===== src/sv/index_field_stream_decoder_core_macros.svh =====
// Assertion helpers shared by the decoder core.
`ifndef INDEX_FIELD_STREAM_DECODER_CORE_MACROS_SVH
`define INDEX_FIELD_STREAM_DECODER_CORE_MACROS_SVH

// Same-cycle implication, checked outside reset.
`define IFSD_ASSERT_NOW(label, clk, rst_n, ante, cons) \
    label: assert property (@(posedge clk) disable iff (!rst_n) (ante) |-> (cons)) \
        else $error("ifsd: same-cycle check failed");

// Next-cycle implication, checked outside reset.
`define IFSD_ASSERT_NEXT(label, clk, rst_n, ante, cons) \
    label: assert property (@(posedge clk) disable iff (!rst_n) (ante) |=> (cons)) \
        else $error("ifsd: next-cycle check failed");

`endif


===== src/sv/ifsd_pkg.sv =====
package ifsd_pkg;

    localparam int CMD_W   = 3;
    localparam int DATA_W  = 8;
    localparam int VALUE_W = 64;
    localparam int KIND_W  = 3;

    localparam int QUEUE_DEPTH_DEF = 2;
    localparam int OUT_DEPTH_DEF   = 2;

    localparam logic [CMD_W-1:0] CMD_VINT   = 3'd0;
    localparam logic [CMD_W-1:0] CMD_VLONG  = 3'd1;
    localparam logic [CMD_W-1:0] CMD_INT32  = 3'd2;
    localparam logic [CMD_W-1:0] CMD_INT64  = 3'd3;
    localparam logic [CMD_W-1:0] CMD_STRING = 3'd4;

    localparam logic [KIND_W-1:0] KIND_VINT  = 3'd0;
    localparam logic [KIND_W-1:0] KIND_VLONG = 3'd1;
    localparam logic [KIND_W-1:0] KIND_INT32 = 3'd2;
    localparam logic [KIND_W-1:0] KIND_INT64 = 3'd3;
    localparam logic [KIND_W-1:0] KIND_SLEN  = 3'd4;
    localparam logic [KIND_W-1:0] KIND_CHAR  = 3'd5;

    // Classified input beat, front to back.
    typedef struct packed {
        logic              cmd_ok;
        logic [CMD_W-1:0]  cmd;
        logic [DATA_W-1:0] data;
        logic              cont;
    } item_t;

    typedef struct packed {
        logic [VALUE_W-1:0] value;
        logic [KIND_W-1:0]  kind;
        logic               last;
    } result_t;

    // Back-end status seen by the top level.
    typedef struct packed {
        logic busy;
        logic res_wr;
        logic res_last;
    } back_stat_t;

endpackage


===== src/sv/ifsd_fifo.sv =====
module ifsd_fifo
    import ifsd_pkg::*;
#(
    parameter int WIDTH = 8,
    parameter int DEPTH = 2
)
(
    input  logic             clk,
    input  logic             rst_n,
    input  logic             wr_en,
    input  logic [WIDTH-1:0] wr_data,
    output logic             full,
    input  logic             rd_en,
    output logic [WIDTH-1:0] rd_data,
    output logic             empty
);

    localparam int PTR_W = (DEPTH > 1) ? $clog2(DEPTH) : 1;
    localparam int CNT_W = $clog2(DEPTH + 1);
    localparam logic [PTR_W-1:0] PTR_LAST = PTR_W'(DEPTH - 1);
    localparam logic [CNT_W-1:0] CNT_FULL = CNT_W'(DEPTH);

    logic [WIDTH-1:0] mem [DEPTH];
    logic [PTR_W-1:0] wr_ptr_reg, wr_ptr_next;
    logic [PTR_W-1:0] rd_ptr_reg, rd_ptr_next;
    logic [CNT_W-1:0] cnt_reg, cnt_next;
    logic             do_wr, do_rd;

    assign full    = (cnt_reg == CNT_FULL);
    assign empty   = (cnt_reg == '0);
    assign do_wr   = wr_en && !full;
    assign do_rd   = rd_en && !empty;
    assign rd_data = mem[rd_ptr_reg];

    always_comb
    begin
        wr_ptr_next = wr_ptr_reg;
        rd_ptr_next = rd_ptr_reg;
        cnt_next    = cnt_reg;
        if (do_wr)
        begin
            wr_ptr_next = (wr_ptr_reg == PTR_LAST) ? '0 : wr_ptr_reg + 1'b1;
        end
        if (do_rd)
        begin
            rd_ptr_next = (rd_ptr_reg == PTR_LAST) ? '0 : rd_ptr_reg + 1'b1;
        end
        if (do_wr && !do_rd)
        begin
            cnt_next = cnt_reg + 1'b1;
        end
        else if (do_rd && !do_wr)
        begin
            cnt_next = cnt_reg - 1'b1;
        end
    end

    always_ff @(posedge clk or negedge rst_n)
    begin
        if (!rst_n)
        begin
            wr_ptr_reg <= '0;
            rd_ptr_reg <= '0;
            cnt_reg    <= '0;
        end
        else
        begin
            wr_ptr_reg <= wr_ptr_next;
            rd_ptr_reg <= rd_ptr_next;
            cnt_reg    <= cnt_next;
        end
    end

    always_ff @(posedge clk)
    begin
        if (do_wr)
        begin
            mem[wr_ptr_reg] <= wr_data;
        end
    end

endmodule


===== src/sv/ifsd_front.sv =====
module ifsd_front
    import ifsd_pkg::*;
#(
    parameter int QUEUE_DEPTH = QUEUE_DEPTH_DEF
)
(
    input  logic              clk,
    input  logic              rst_n,
    input  logic              push,
    output logic              full,
    input  logic [CMD_W-1:0]  command,
    input  logic [DATA_W-1:0] data_byte,
    output logic              item_valid,
    output item_t             item,
    input  logic              item_take
);

    item_t cls;
    logic  q_empty;

    // Tag each beat: command validity and varint continuation bit.
    always_comb
    begin
        cls.cmd_ok = command inside {[CMD_VINT:CMD_STRING]};
        cls.cmd    = command;
        cls.data   = data_byte;
        cls.cont   = data_byte[DATA_W-1];
    end

    ifsd_fifo #(
        .WIDTH ($bits(item_t)),
        .DEPTH (QUEUE_DEPTH)
    ) u_queue (
        .clk     (clk),
        .rst_n   (rst_n),
        .wr_en   (push),
        .wr_data (cls),
        .full    (full),
        .rd_en   (item_take),
        .rd_data (item),
        .empty   (q_empty)
    );

    assign item_valid = !q_empty;

endmodule


===== src/sv/ifsd_back.sv =====
module ifsd_back
    import ifsd_pkg::*;
#(
    parameter int OUT_DEPTH = OUT_DEPTH_DEF
)
(
    input  logic                      clk,
    input  logic                      rst_n,
    input  logic                      item_valid,
    input  item_t                     item,
    output logic                      item_take,
    output back_stat_t                stat,
    output logic                      empty,
    input  logic                      pop,
    output logic signed [VALUE_W-1:0] value,
    output logic [KIND_W-1:0]         kind,
    output logic                      last
);

    typedef enum logic [2:0] {
        MODE_IDLE,
        MODE_VINT,
        MODE_VLONG,
        MODE_INT32,
        MODE_INT64,
        MODE_SLEN,
        MODE_SCHAR
    } mode_t;

    localparam logic [6:0] SHIFT_STEP = 7'd7;
    localparam logic [6:0] SHIFT_SAT  = 7'd70;

    mode_t              mode_reg, mode_next, mode_cur;
    logic [VALUE_W-1:0] acc_reg, acc_next;
    logic [6:0]         cnt_reg, cnt_next;
    logic [15:0]        chr_reg, chr_next;
    logic [1:0]         utf_reg, utf_next;
    logic [31:0]        chars_reg, chars_next;

    logic               res_full;
    logic               fire;
    logic               res_wr;
    result_t            res;
    result_t            res_out;
    logic               go_idle;

    logic               wide;
    logic               shift_in;
    logic [VALUE_W-1:0] vacc;
    logic [VALUE_W-1:0] sext;
    logic [6:0]         vcnt;
    logic [VALUE_W-1:0] facc;
    logic [6:0]         fcnt;
    logic [6:0]         need;
    logic [1:0]         utf_dec;
    logic [15:0]        ch;
    logic               ch_done;
    logic [31:0]        chars_dec;

    assign fire      = item_valid && !res_full;
    assign item_take = fire;

    always_comb
    begin
        mode_cur = mode_reg;
        if (mode_reg == MODE_IDLE)
        begin
            case (item.cmd)
                CMD_VINT:   mode_cur = MODE_VINT;
                CMD_VLONG:  mode_cur = MODE_VLONG;
                CMD_INT32:  mode_cur = MODE_INT32;
                CMD_INT64:  mode_cur = MODE_INT64;
                CMD_STRING: mode_cur = MODE_SLEN;
                default:    mode_cur = MODE_IDLE;
            endcase
        end
    end

    // Datapath pieces, one per decode kind.
    always_comb
    begin
        wide     = (mode_cur == MODE_VLONG);
        shift_in = wide ? (cnt_reg < 7'd64) : (cnt_reg < 7'd32);
        vacc     = acc_reg;
        if (shift_in)
        begin
            vacc = acc_reg | (VALUE_W'(item.data[6:0]) << cnt_reg[5:0]);
        end
        if (!wide)
        begin
            vacc[VALUE_W-1:32] = '0;
        end
        sext = {{32{vacc[31]}}, vacc[31:0]};
        vcnt = (cnt_reg < SHIFT_SAT) ? cnt_reg + SHIFT_STEP : cnt_reg;

        facc = {acc_reg[VALUE_W-9:0], item.data};
        fcnt = cnt_reg + 7'd1;
        need = (mode_cur == MODE_INT32) ? 7'd4 : 7'd8;

        utf_dec   = utf_reg - 2'd1;
        chars_dec = chars_reg - 32'd1;
        ch        = '0;
        ch_done   = 1'b0;
        if (utf_reg == 2'd0)
        begin
            ch      = {9'd0, item.data[6:0]};
            ch_done = !item.data[7];
        end
        else
        begin
            ch      = chr_reg | ((utf_dec == 2'd1) ? {4'd0, item.data[5:0], 6'd0}
                                                   : {10'd0, item.data[5:0]});
            ch_done = (utf_dec == 2'd0);
        end
    end

    always_comb
    begin
        mode_next  = mode_reg;
        acc_next   = acc_reg;
        cnt_next   = cnt_reg;
        chr_next   = chr_reg;
        utf_next   = utf_reg;
        chars_next = chars_reg;
        res_wr     = 1'b0;
        res        = '0;
        go_idle    = 1'b0;

        if (fire && (mode_reg != MODE_IDLE || item.cmd_ok))
        begin
            mode_next = mode_cur;
            case (mode_cur)
                MODE_VINT, MODE_VLONG, MODE_SLEN:
                begin
                    acc_next = vacc;
                    cnt_next = vcnt;
                    if (!item.cont)
                    begin
                        res_wr = 1'b1;
                        if (mode_cur == MODE_VINT)
                        begin
                            res     = '{value: sext, kind: KIND_VINT, last: 1'b1};
                            go_idle = 1'b1;
                        end
                        else if (mode_cur == MODE_VLONG)
                        begin
                            res     = '{value: vacc, kind: KIND_VLONG, last: 1'b1};
                            go_idle = 1'b1;
                        end
                        else if (vacc[31] || vacc[31:0] == 32'd0)
                        begin
                            // Empty or negative length ends the string here.
                            res     = '{value: sext, kind: KIND_SLEN, last: 1'b1};
                            go_idle = 1'b1;
                        end
                        else
                        begin
                            res        = '{value: sext, kind: KIND_SLEN, last: 1'b0};
                            chars_next = vacc[31:0];
                            mode_next  = MODE_SCHAR;
                            acc_next   = '0;
                            cnt_next   = '0;
                            chr_next   = '0;
                            utf_next   = '0;
                        end
                    end
                end
                MODE_INT32, MODE_INT64:
                begin
                    acc_next = facc;
                    cnt_next = fcnt;
                    if (fcnt >= need)
                    begin
                        res_wr  = 1'b1;
                        go_idle = 1'b1;
                        if (mode_cur == MODE_INT32)
                        begin
                            res = '{value: {{32{facc[31]}}, facc[31:0]}, kind: KIND_INT32,
                                    last: 1'b1};
                        end
                        else
                        begin
                            res = '{value: facc, kind: KIND_INT64, last: 1'b1};
                        end
                    end
                end
                MODE_SCHAR:
                begin
                    if (utf_reg == 2'd0 && item.data[7])
                    begin
                        if (item.data[7:5] != 3'b111)
                        begin
                            chr_next = {5'd0, item.data[4:0], 6'd0};
                            utf_next = 2'd1;
                        end
                        else
                        begin
                            chr_next = {item.data[3:0], 12'd0};
                            utf_next = 2'd2;
                        end
                    end
                    else if (!ch_done)
                    begin
                        chr_next = ch;
                        utf_next = utf_dec;
                    end
                    else
                    begin
                        res_wr     = 1'b1;
                        chr_next   = '0;
                        utf_next   = '0;
                        chars_next = chars_dec;
                        if (chars_dec == 32'd0)
                        begin
                            res     = '{value: VALUE_W'(ch), kind: KIND_CHAR, last: 1'b1};
                            go_idle = 1'b1;
                        end
                        else
                        begin
                            res = '{value: VALUE_W'(ch), kind: KIND_CHAR, last: 1'b0};
                        end
                    end
                end
                default:
                begin
                    go_idle = 1'b1;
                end
            endcase
        end

        if (go_idle)
        begin
            mode_next  = MODE_IDLE;
            acc_next   = '0;
            cnt_next   = '0;
            chr_next   = '0;
            utf_next   = '0;
            chars_next = '0;
        end
    end

    always_ff @(posedge clk or negedge rst_n)
    begin
        if (!rst_n)
        begin
            mode_reg  <= MODE_IDLE;
            acc_reg   <= '0;
            cnt_reg   <= '0;
            chr_reg   <= '0;
            utf_reg   <= '0;
            chars_reg <= '0;
        end
        else
        begin
            mode_reg  <= mode_next;
            acc_reg   <= acc_next;
            cnt_reg   <= cnt_next;
            chr_reg   <= chr_next;
            utf_reg   <= utf_next;
            chars_reg <= chars_next;
        end
    end

    ifsd_fifo #(
        .WIDTH ($bits(result_t)),
        .DEPTH (OUT_DEPTH)
    ) u_out_queue (
        .clk     (clk),
        .rst_n   (rst_n),
        .wr_en   (res_wr),
        .wr_data (res),
        .full    (res_full),
        .rd_en   (pop),
        .rd_data (res_out),
        .empty   (empty)
    );

    assign value = res_out.value;
    assign kind  = res_out.kind;
    assign last  = res_out.last;

    assign stat.busy     = (mode_reg != MODE_IDLE);
    assign stat.res_wr   = res_wr;
    assign stat.res_last = res.last;

endmodule


===== src/sv/index_field_stream_decoder_core.sv =====
// Index field stream decoder. Takes one index-file byte per beat and decodes
// vint/vlong varints, big-endian int32/int64 and strings (varint length, then
// modified UTF-8 characters returned as 16-bit code units), one result per
// completed value, length or character, with last marking the end of the
// request. The command is only sampled on the first byte of a value. Sustained
// rate is one byte per clock: the decode engine retires one queued byte every
// cycle while the result queue has room. A byte that completes a result passes
// through the input queue and is then decoded into the result queue, where it
// can be popped.
`include "index_field_stream_decoder_core_macros.svh"

module index_field_stream_decoder_core
    import ifsd_pkg::*;
#(
    parameter int QUEUE_DEPTH = QUEUE_DEPTH_DEF,
    parameter int OUT_DEPTH   = OUT_DEPTH_DEF
)
(
    input  logic                      clk,
    input  logic                      rst_n,
    input  logic                      push,
    output logic                      full,
    input  logic [CMD_W-1:0]          command,
    input  logic [DATA_W-1:0]         data_byte,
    output logic                      empty,
    input  logic                      pop,
    output logic signed [VALUE_W-1:0] value,
    output logic [KIND_W-1:0]         kind,
    output logic                      last
);

    logic       item_valid;
    item_t      item;
    logic       item_take;
    back_stat_t stat;

    ifsd_front #(
        .QUEUE_DEPTH (QUEUE_DEPTH)
    ) u_front (
        .clk        (clk),
        .rst_n      (rst_n),
        .push       (push),
        .full       (full),
        .command    (command),
        .data_byte  (data_byte),
        .item_valid (item_valid),
        .item       (item),
        .item_take  (item_take)
    );

    ifsd_back #(
        .OUT_DEPTH (OUT_DEPTH)
    ) u_back (
        .clk        (clk),
        .rst_n      (rst_n),
        .item_valid (item_valid),
        .item       (item),
        .item_take  (item_take),
        .stat       (stat),
        .empty      (empty),
        .pop        (pop),
        .value      (value),
        .kind       (kind),
        .last       (last)
    );

    // An accepted beat is queued for the back end on the next cycle.
    `IFSD_ASSERT_NEXT(a_push_queued, clk, rst_n, push && !full, item_valid)
    // A final result returns the decoder to idle.
    `IFSD_ASSERT_NEXT(a_last_idles, clk, rst_n, stat.res_wr && stat.res_last, !stat.busy)
    // Only defined result kinds leave the block.
    `IFSD_ASSERT_NOW(a_kind_legal, clk, rst_n, !empty, kind <= KIND_CHAR)

endmodule

===== config.mk =====
export PLATFORM = sky130hd
export DESIGN_NAME = index_field_stream_decoder_core
export DESIGN_NICKNAME = d
export VERILOG_FILES = /design/src/sv/ifsd_pkg.sv /design/src/sv/ifsd_fifo.sv /design/src/sv/ifsd_front.sv /design/src/sv/ifsd_back.sv /design/src/sv/index_field_stream_decoder_core.sv
export VERILOG_INCLUDE_DIRS = /design/src /design/src/sv
export SDC_FILE = /design/constraint.sdc
export NUM_CORES = 1
export LEC_CHECK = 0
export ABC_AREA = 1
export BUFFER_PORTS_ARGS = -buffer_cell sky130_fd_sc_hd__buf_2
export CAP_MARGIN = 20
export CORE_ASPECT_RATIO = 2
export CORE_MARGIN = 2
export CORE_UTILIZATION = 50
export CTS_CLUSTER_DIAMETER = 50
export DETAILED_ROUTE_END_ITERATION = 10
export PLACE_DENSITY = 0.76
export SLEW_MARGIN = 5
export SYNTH_ARGS = -nofsm -noshare
export SYNTH_HDL_FRONTEND = slang
export SYNTH_SLANG_ARGS = --single-unit

===== constraint.sdc =====
create_clock -name clk -period 7 [get_ports clk]
set_clock_uncertainty 0.05 [all_clocks]
set_input_delay 0.35 -clock clk [delete_from_list [all_inputs] [get_ports clk]]
set_output_delay 0.35 -clock clk [all_outputs]
set_load 0.005 [all_outputs]

==> Word-level counts from Yosys, hierarchy flattened <==
Memory sizes are Yosys's and may differ from the RTL's.
Index checks and enable logic that the tools add are counted.
{ "classes": {"n_addsub": 12, "order_cmp": 6, "n_eq_ne": 20, "shifts": 1, "muxes": 98, "bitwise_logic": 2, "n_reduce_logical": 42} }
{ "ops": {"columns": ["op", "count"], "rows": [
  ["2-to-1 mux 68 bit", 7],
  ["2-to-1 mux 64 bit", 7],
  ["2-to-1 mux 32 bit", 9],
  ["one-hot mux 68 bit (3 select lines)", 1],
  ["2-to-1 mux 16 bit", 10],
  ["one-hot mux 64 bit (2 select lines)", 1],
  ["zero test 32 bit", 2],
  ["bitwise OR 64 bit", 1],
  ["one-hot mux 32 bit (2 select lines)", 1],
  ["left shift 7 x 6 -> 64 bit", 1],
  ["2-to-1 mux 7 bit", 7],
  ["one-hot mux 16 bit (2 select lines)", 1],
  ["subtractor 32 x 1 -> 32 bit, second input constant", 1],
  ["2-to-1 mux 2 bit", 13],
  ["2-to-1 mux 1 bit", 25],
  ["2-to-1 mux 3 bit", 8],
  ["2-to-1 mux 20 bit", 1],
  ["bitwise OR 16 bit", 1],
  ["one-hot mux 3 bit (5 select lines)", 1],
  ["less-than comparator 7 bit, second input constant", 2],
  ["one-hot mux 7 bit (2 select lines)", 1],
  ["== test 3 x 2 -> 1 bit, second input constant", 4],
  ["== test 3 bit, second input constant", 4],
  ["logical AND 1 bit", 12],
  ["other kinds (30)", 60]
]} }
{ "word_totals": {"register_bits": 132, "mem_bits_rw": 162, "inputBits": 15, "output_inout_bits": 70, "wordCells": 195, "n_memories": 2} }
{ "mem_list": {"columns": ["memory", "words", "width", "rd", "rd_ports_with_merged_regs", "write_ports", "line_no", "rtl"], "rows": [
  ["u_back.u_out_queue.mem", 2, 68, 1, 0, 1, "ifsd_fifo.sv:23", "logic [WIDTH-1:0] mem [DEPTH];"],
  ["u_front.u_queue.mem", 2, 13, 1, 0, 1, "ifsd_fifo.sv:23", null]
]} }

==> Longest topological paths before layout <==
An unclocked memory read counts as a cell.
{ "depth": {"word_depth": 17, "mapped_depth": 27, "ltp_nobuf": 24} }

==> Cells and area by module <==
From an unflattened synthesis, not the netlist that was laid out.
{ "unflattened": {"hier_cells": 2175, "hier_area_um2": 17023.8} }
{ "by_module_without_submodules": {"columns": ["module", "instances", "cells_per_inst", "area_per_inst_um2", "seq_area_each_um2"], "rows": [
  ["ifsd_back", 1, 1687, 10656.5, 3103.0],
  ["ifsd_fifo (u_back.u_out_queue)", 1, 387, 5180.0, 4184.0],
  ["ifsd_fifo (u_front.u_queue)", 1, 99, 1178.6, 880.8],
  ["ifsd_front", 1, 2, 8.8, 0.0]
]} }

==> Least setup slack after synthesis <==
Ideal clock, no wire load.
{ "synth_path": {"path_kind": "register to register", "startpoint": "reg u_front.u_queue.rd_ptr_reg", "endpoint": "mem u_back.u_out_queue.mem[1][0] (netlist name) (enable)", "setup_time_ps": 496, "arrival_time_ps": 5170, "required_ps": 6454, "slack_ps": 1284, "stages_incl_launch_ff": 20, "path_buffers": 2, "period_less_slack_ps": 5716, "path_cell_list": "dfrtp_1 > buf_4 > nand2_1 > o21ai_1 > inv_1 > nand2_1 > nand3_1 > nand2_1 > inv_1 > nor2_1 > clkbuf_1 > ha_1 > nand2_1 > nand2_1 > a21oi_1 > nand4_1 > nand2_2 > nand3_1 > nand2_1 > nor2_1"} }
{ "synth_via": {"elab_chain_cells": 13, "elab_cells_between_ends": 32, "classes_between": "order compare: 1; eq/ne: 10; mux: 12; reduce/logical: 8; memory: 1"} }
{ "synth_rtl": {"columns": ["item", "line_no", "rtl"], "rows": [
  ["from (decl)", "ifsd_fifo.sv:25", "logic [PTR_W-1:0] rd_ptr_reg, rd_ptr_next;"],
  ["from (signal assigned)", "ifsd_fifo.sv:69", "rd_ptr_reg <= rd_ptr_next;"],
  ["memory (2 x 13 bit) *", null, null],
  ["== test 3 bit, or another cell as far along", "ifsd_back.sv:68", "case (item.cmd)"],
  ["one-hot mux 3 bit (5 select lines)", "ifsd_back.sv:68", null],
  ["2-to-1 mux 3 bit", "ifsd_back.sv:66", "if (mode_reg == MODE_IDLE)"],
  ["== test 3 x 2 -> 1 bit", "ifsd_back.sv:98, ifsd_back.sv:132", null],
  ["2-to-1 mux 4 bit", "ifsd_back.sv:98", "need = (mode_cur == MODE_INT32) ? 7'd4 : 7'd8;"],
  [">= comparator 7 bit", "ifsd_back.sv:172", "if (fcnt >= need)"],
  ["2-to-1 mux 1 bit", "ifsd_back.sv:172", null],
  ["one-hot mux 1 bit (3 select lines)", "ifsd_back.sv:132", "case (mode_cur)"],
  ["2-to-1 mux 1 bit *", "ifsd_back.sv:129", "if (fire && (mode_reg != MODE_IDLE || item.cmd_ok))"],
  ["logical AND 1 bit *", "ifsd_fifo.sv:31", "assign do_wr = wr_en && !full;"],
  ["2-to-1 mux 1 bit *", "ifsd_fifo.sv:76", "if (do_wr)"],
  ["2-to-1 mux 1 bit (not written as such) *", "ifsd_fifo.sv:78", "mem[wr_ptr_reg] <= wr_data;"],
  ["to (decl)", "ifsd_fifo.sv:23", null]
]} }
Mark *: on every way between the ends. The rest lies on a longest branch, timed or not.

==> Worst setup path after layout <==
{ "layout_path": {"startpoint": "reg u_front.u_queue.rd_ptr_reg", "endpoint": "reg u_back.chars_reg[24]"} }
{ "layout_via": {"elab_chain_cells": 17, "elab_cells_between_ends": 54, "classes_between": "order compare: 1; eq/ne: 16; shift: 1; mux: 22; bitwise: 1; reduce/logical: 12; memory: 1"} }
{ "layout_rtl": {"columns": ["item", "line_no", "rtl"], "rows": [
  ["memory (2 x 13 bit) *", null, null],
  ["== test 3 bit, or another cell as far along", "ifsd_back.sv:68", null],
  ["one-hot mux 3 bit (5 select lines)", "ifsd_back.sv:68", null],
  ["2-to-1 mux 3 bit", "ifsd_back.sv:66", null],
  ["== test 3 x 2 -> 1 bit", "ifsd_back.sv:82, ifsd_back.sv:132, ifsd_back.sv:145", null],
  ["2-to-1 mux 1 bit", "ifsd_back.sv:83", "shift_in = wide ? (cnt_reg < 7'd64) : (cnt_reg < 7'd32);"],
  ["2-to-1 mux 64 bit", "ifsd_back.sv:85", "if (shift_in)"],
  ["zero test 32 bit", "ifsd_back.sv:150", "else if (vacc[31] || vacc[31:0] == 32'd0)"],
  ["logical OR 1 bit", "ifsd_back.sv:150", null],
  ["2-to-1 mux 1 bit", "ifsd_back.sv:150", null],
  ["2-to-1 mux 1 bit", "ifsd_back.sv:145", "else if (mode_cur == MODE_VLONG)"],
  ["2-to-1 mux 1 bit", "ifsd_back.sv:140", "if (mode_cur == MODE_VINT)"],
  ["2-to-1 mux 1 bit", "ifsd_back.sv:137", "if (!item.cont)"],
  ["one-hot mux 1 bit (3 select lines)", "ifsd_back.sv:132", null],
  ["2-to-1 mux 1 bit", "ifsd_back.sv:129", null],
  ["!= test 3 x 1 -> 1 bit (no line), or another cell as far along", null, null],
  ["AND reduction 8 bit (no line)", null, null],
  ["to (signal assigned)", "ifsd_back.sv:260", "chars_reg <= chars_next;"],
  ["to (decl)", "ifsd_back.sv:38", "logic [31:0] chars_reg, chars_next;"]
]} }
Mark *: on every way between the ends. The rest lies on a longest branch, timed or not. The select of a mux whose other input is x is not followed.
A chain may end at the register's enable or synchronous reset.

==> results.json <==
{
  "cts_root_buffer": "clkbuf_16",
  "gp_congestion": 1.04,
  "yosysTopAreaCell": "edfxtp_1",
  "first_iter_violations": 1321,
  "synthToLayoutAreaGrowth_pct": 10.9,
  "worstSetupEndpointType": "flop",
  "io_buffers": 84,
  "utilization_pct": 56.2,
  "drv_cap": 0,
  "cts.htree.levels": 1,
  "crit_type": "reg -> reg",
  "io_pins": 85,
  "path_max_fanout": 59,
  "fin_crit_sh_pct": 76.5,
  "ys_seq_elements": 292,
  "antenna_found_initial": 0,
  "clock_path_buffers": 3,
  "min_path_type": "in -> reg",
  "fp.dieH_um": 262,
  "cp-start-kind": "flop",
  "ys_seq_area_share_pct": 48.8,
  "cts_setup_buffers": 0,
  "setup_viol": 0,
  "routedWlPerCell_um": 20.7,
  "synth_warnings": 0,
  "cts_tree": "built",
  "drt-total-wl_um": 54700,
  "worstSkewPairLatency_ps": 570,
  "core_um2": 32800,
  "clk_pin_slew_ps": 70,
  "avgSynthCellArea_um2": 7.73,
  "largest_reg_flops": 136,
  "max_slew_margin_pct": 29.0,
  "grt.overflow.total": 0,
  "layout-drive-gt1-share_pct": 9.75,
  "ant_nets": 0,
  "row_count": 94,
  "final-hold-violation-count": 0,
  "synth_top_area_share_pct": 28.9,
  "start_util_pct": 50.7,
  "synthFlopType": "edfxtp_1",
  "cp.arrival_ps": 5810,
  "drcViolationCount": 0,
  "drt_first_pass_iters": 6,
  "tns_ps": 0,
  "diodes": 0,
  "syn_nets": 2174,
  "fin_crit_ps": 5350,
  "dpl.hpwl_um": 40100,
  "syn_area_um2": 16600,
  "synth_cells": 2150,
  "cts_hold_buf": 12,
  "rsz0062_at_grt": "false",
  "grt_pass1_wl_um": 84600,
  "grt_max_degree": 71,
  "synthTopCellsByArea": "edfxtp_1 29%, dfrtp_1 20%, nand2_1 15%",
  "fmax_ghz": 0.187,
  "cp.required_ps": 7450,
  "grt_usage_pct": 31.6,
  "cts_made_buffers": 27,
  "cts.sinks": 292,
  "ctsResizeCount": 0,
  "slew_violations": 0,
  "status": "finished clean",
  "worst_pin_slew_ps": 1060,
  "layout.nets": 2218,
  "die_area_um2": 34800,
  "die_w_um": 133,
  "async_reset_ff_share_pct": 45.2,
  "synth_enable_flop_cells": 160,
  "grt_pass1_vias": 15092,
  "via_count": 15516,
  "viasPerCell": 5.86,
  "synth.distinct_cells": 47
}
==> cell usage in the layout, fill, tap and decap left out, types with 28 or more instances in the layout <==
cell      count
nand2_1     680
nor2_1      208
o21ai_0     199
inv_1       154
xor2_1       28
nand4_1      66
nand3_1     148
a21oi_1      63
a22oi_1      36
edfxtp_1    160
dfrtp_1     131
buf_2        83
==> layer usage <==
| metal | GRT usage, % | wire length, um | vias to the layer above |
|---|---|---|---|
| met4 | 24.6 | 4780 | 0 |
| li1 | - | - | 7241 |
| met1 | 33.2 | 18200 | 7296 |
| met5 | 0 | 0 | - |
| met3 | 3.70 | 3180 | 232 |
| met2 | 57.2 | 28500 | 747 |
==> critical path, cell delays in order (launching register included) <==
cell and delay (ps):
dfrtp_1 610, inv_2 190, nand2_1 100, nand2_1 110
nor2_2 150, nand2_1 60, nand3_1 70, nand2_1 140
inv_1 210, nor2_1 80, buf_4 190, ha_1 290
nand2_1 60, nand2_1 50, a21oi_1 150, nand4_1 160
nand2_2 100, buf_4 240, inv_2 240, nor2_2 380
nand3_2 150, nand2_4 560, nand2_4 170, nand2_2 530
nand2_1 120, nand2_1 90
==> synth_stat cells (4+ instances only) <==
master / instances
o21a_1: 4
xnor2_1: 12
buf_2: 24
edfxtp_1: 160
o21ai_0: 199
a22oi_1: 36
nand2_2: 11
nand2_1: 681
inv_1: 154
dfrtp_1: 132
xor2_1: 28
a21oi_2: 4
nand4_1: 66
a211oi_1: 6
nor2_2: 7
clkbuf_1: 70
buf_1: 11
nor2_1: 213
o21ai_1: 17
nor3_1: 13
ha_1: 9
clkinv_1: 5
a21oi_1: 64
buf_6: 4
inv_2: 13
and2_1: 7
nand3_1: 148
o22ai_1: 16
==> kinds of logic (layout without fill, tap and decap cells) <==
logic type               count (synthesis)  after routing  synth area share, %
XOR/XNOR                                40             40                 2.11
adder cells (fa/ha/maj)                  9              9                0.678
AND/OR/NAND/NOR                       1163           1163                 29.4
buffers and inverters                  284            349                 6.84
flip-flops                             292            292                 48.8
multiplexers                             3              3                0.181
AO/OA/AOI/OAI                          359            359                 12.1
==> area by class of cell <==
cell class	count	area, um^2
fillers	3096	14400
flip-flops and latches	292	8110
multi-input cells	1574	7410
repair buffers	127	828
clock buffers	31	701
inverters	172	646
well taps	432	541
clock inverters	19	195
==> metrics by stage <==
stage,setup WS (ps),hold slack (ps),instance area (um^2),instances
finish,1650,57.9,18400,2647
global route,1250,74.1,18400,2647
CTS,1790,55.1,18400,2646
detailed placement,1800,381,17400,2584
global placement,2010,377,17400,2583
floorplan,1280,4.41,16600,2150
==> final timing paths <==
check / from / end / slack, ps / cells after the start
hold reg to reg: u_back.acc_reg[60] / u_back.acc_reg[60] / 430 / 2
setup / recovery: u_front.u_queue.rd_ptr_reg / u_back.chars_reg[24] / 1650 / 25
max in group asynchronous: rst_n / u_back.u_out_queue.rd_ptr_reg / 5080 / 3
setup reg to reg: u_front.u_queue.rd_ptr_reg / u_back.chars_reg[24] / 1650 / 25
hold / removal: pop / u_back.u_out_queue.rd_ptr_reg / 60 / 3
min in group asynchronous: rst_n / u_back.acc_reg[19] / 330 / 2
Power is left out: the tool's default activity adds up to more than one toggle a clock period on the data nets, which glitch-free logic cannot reach.
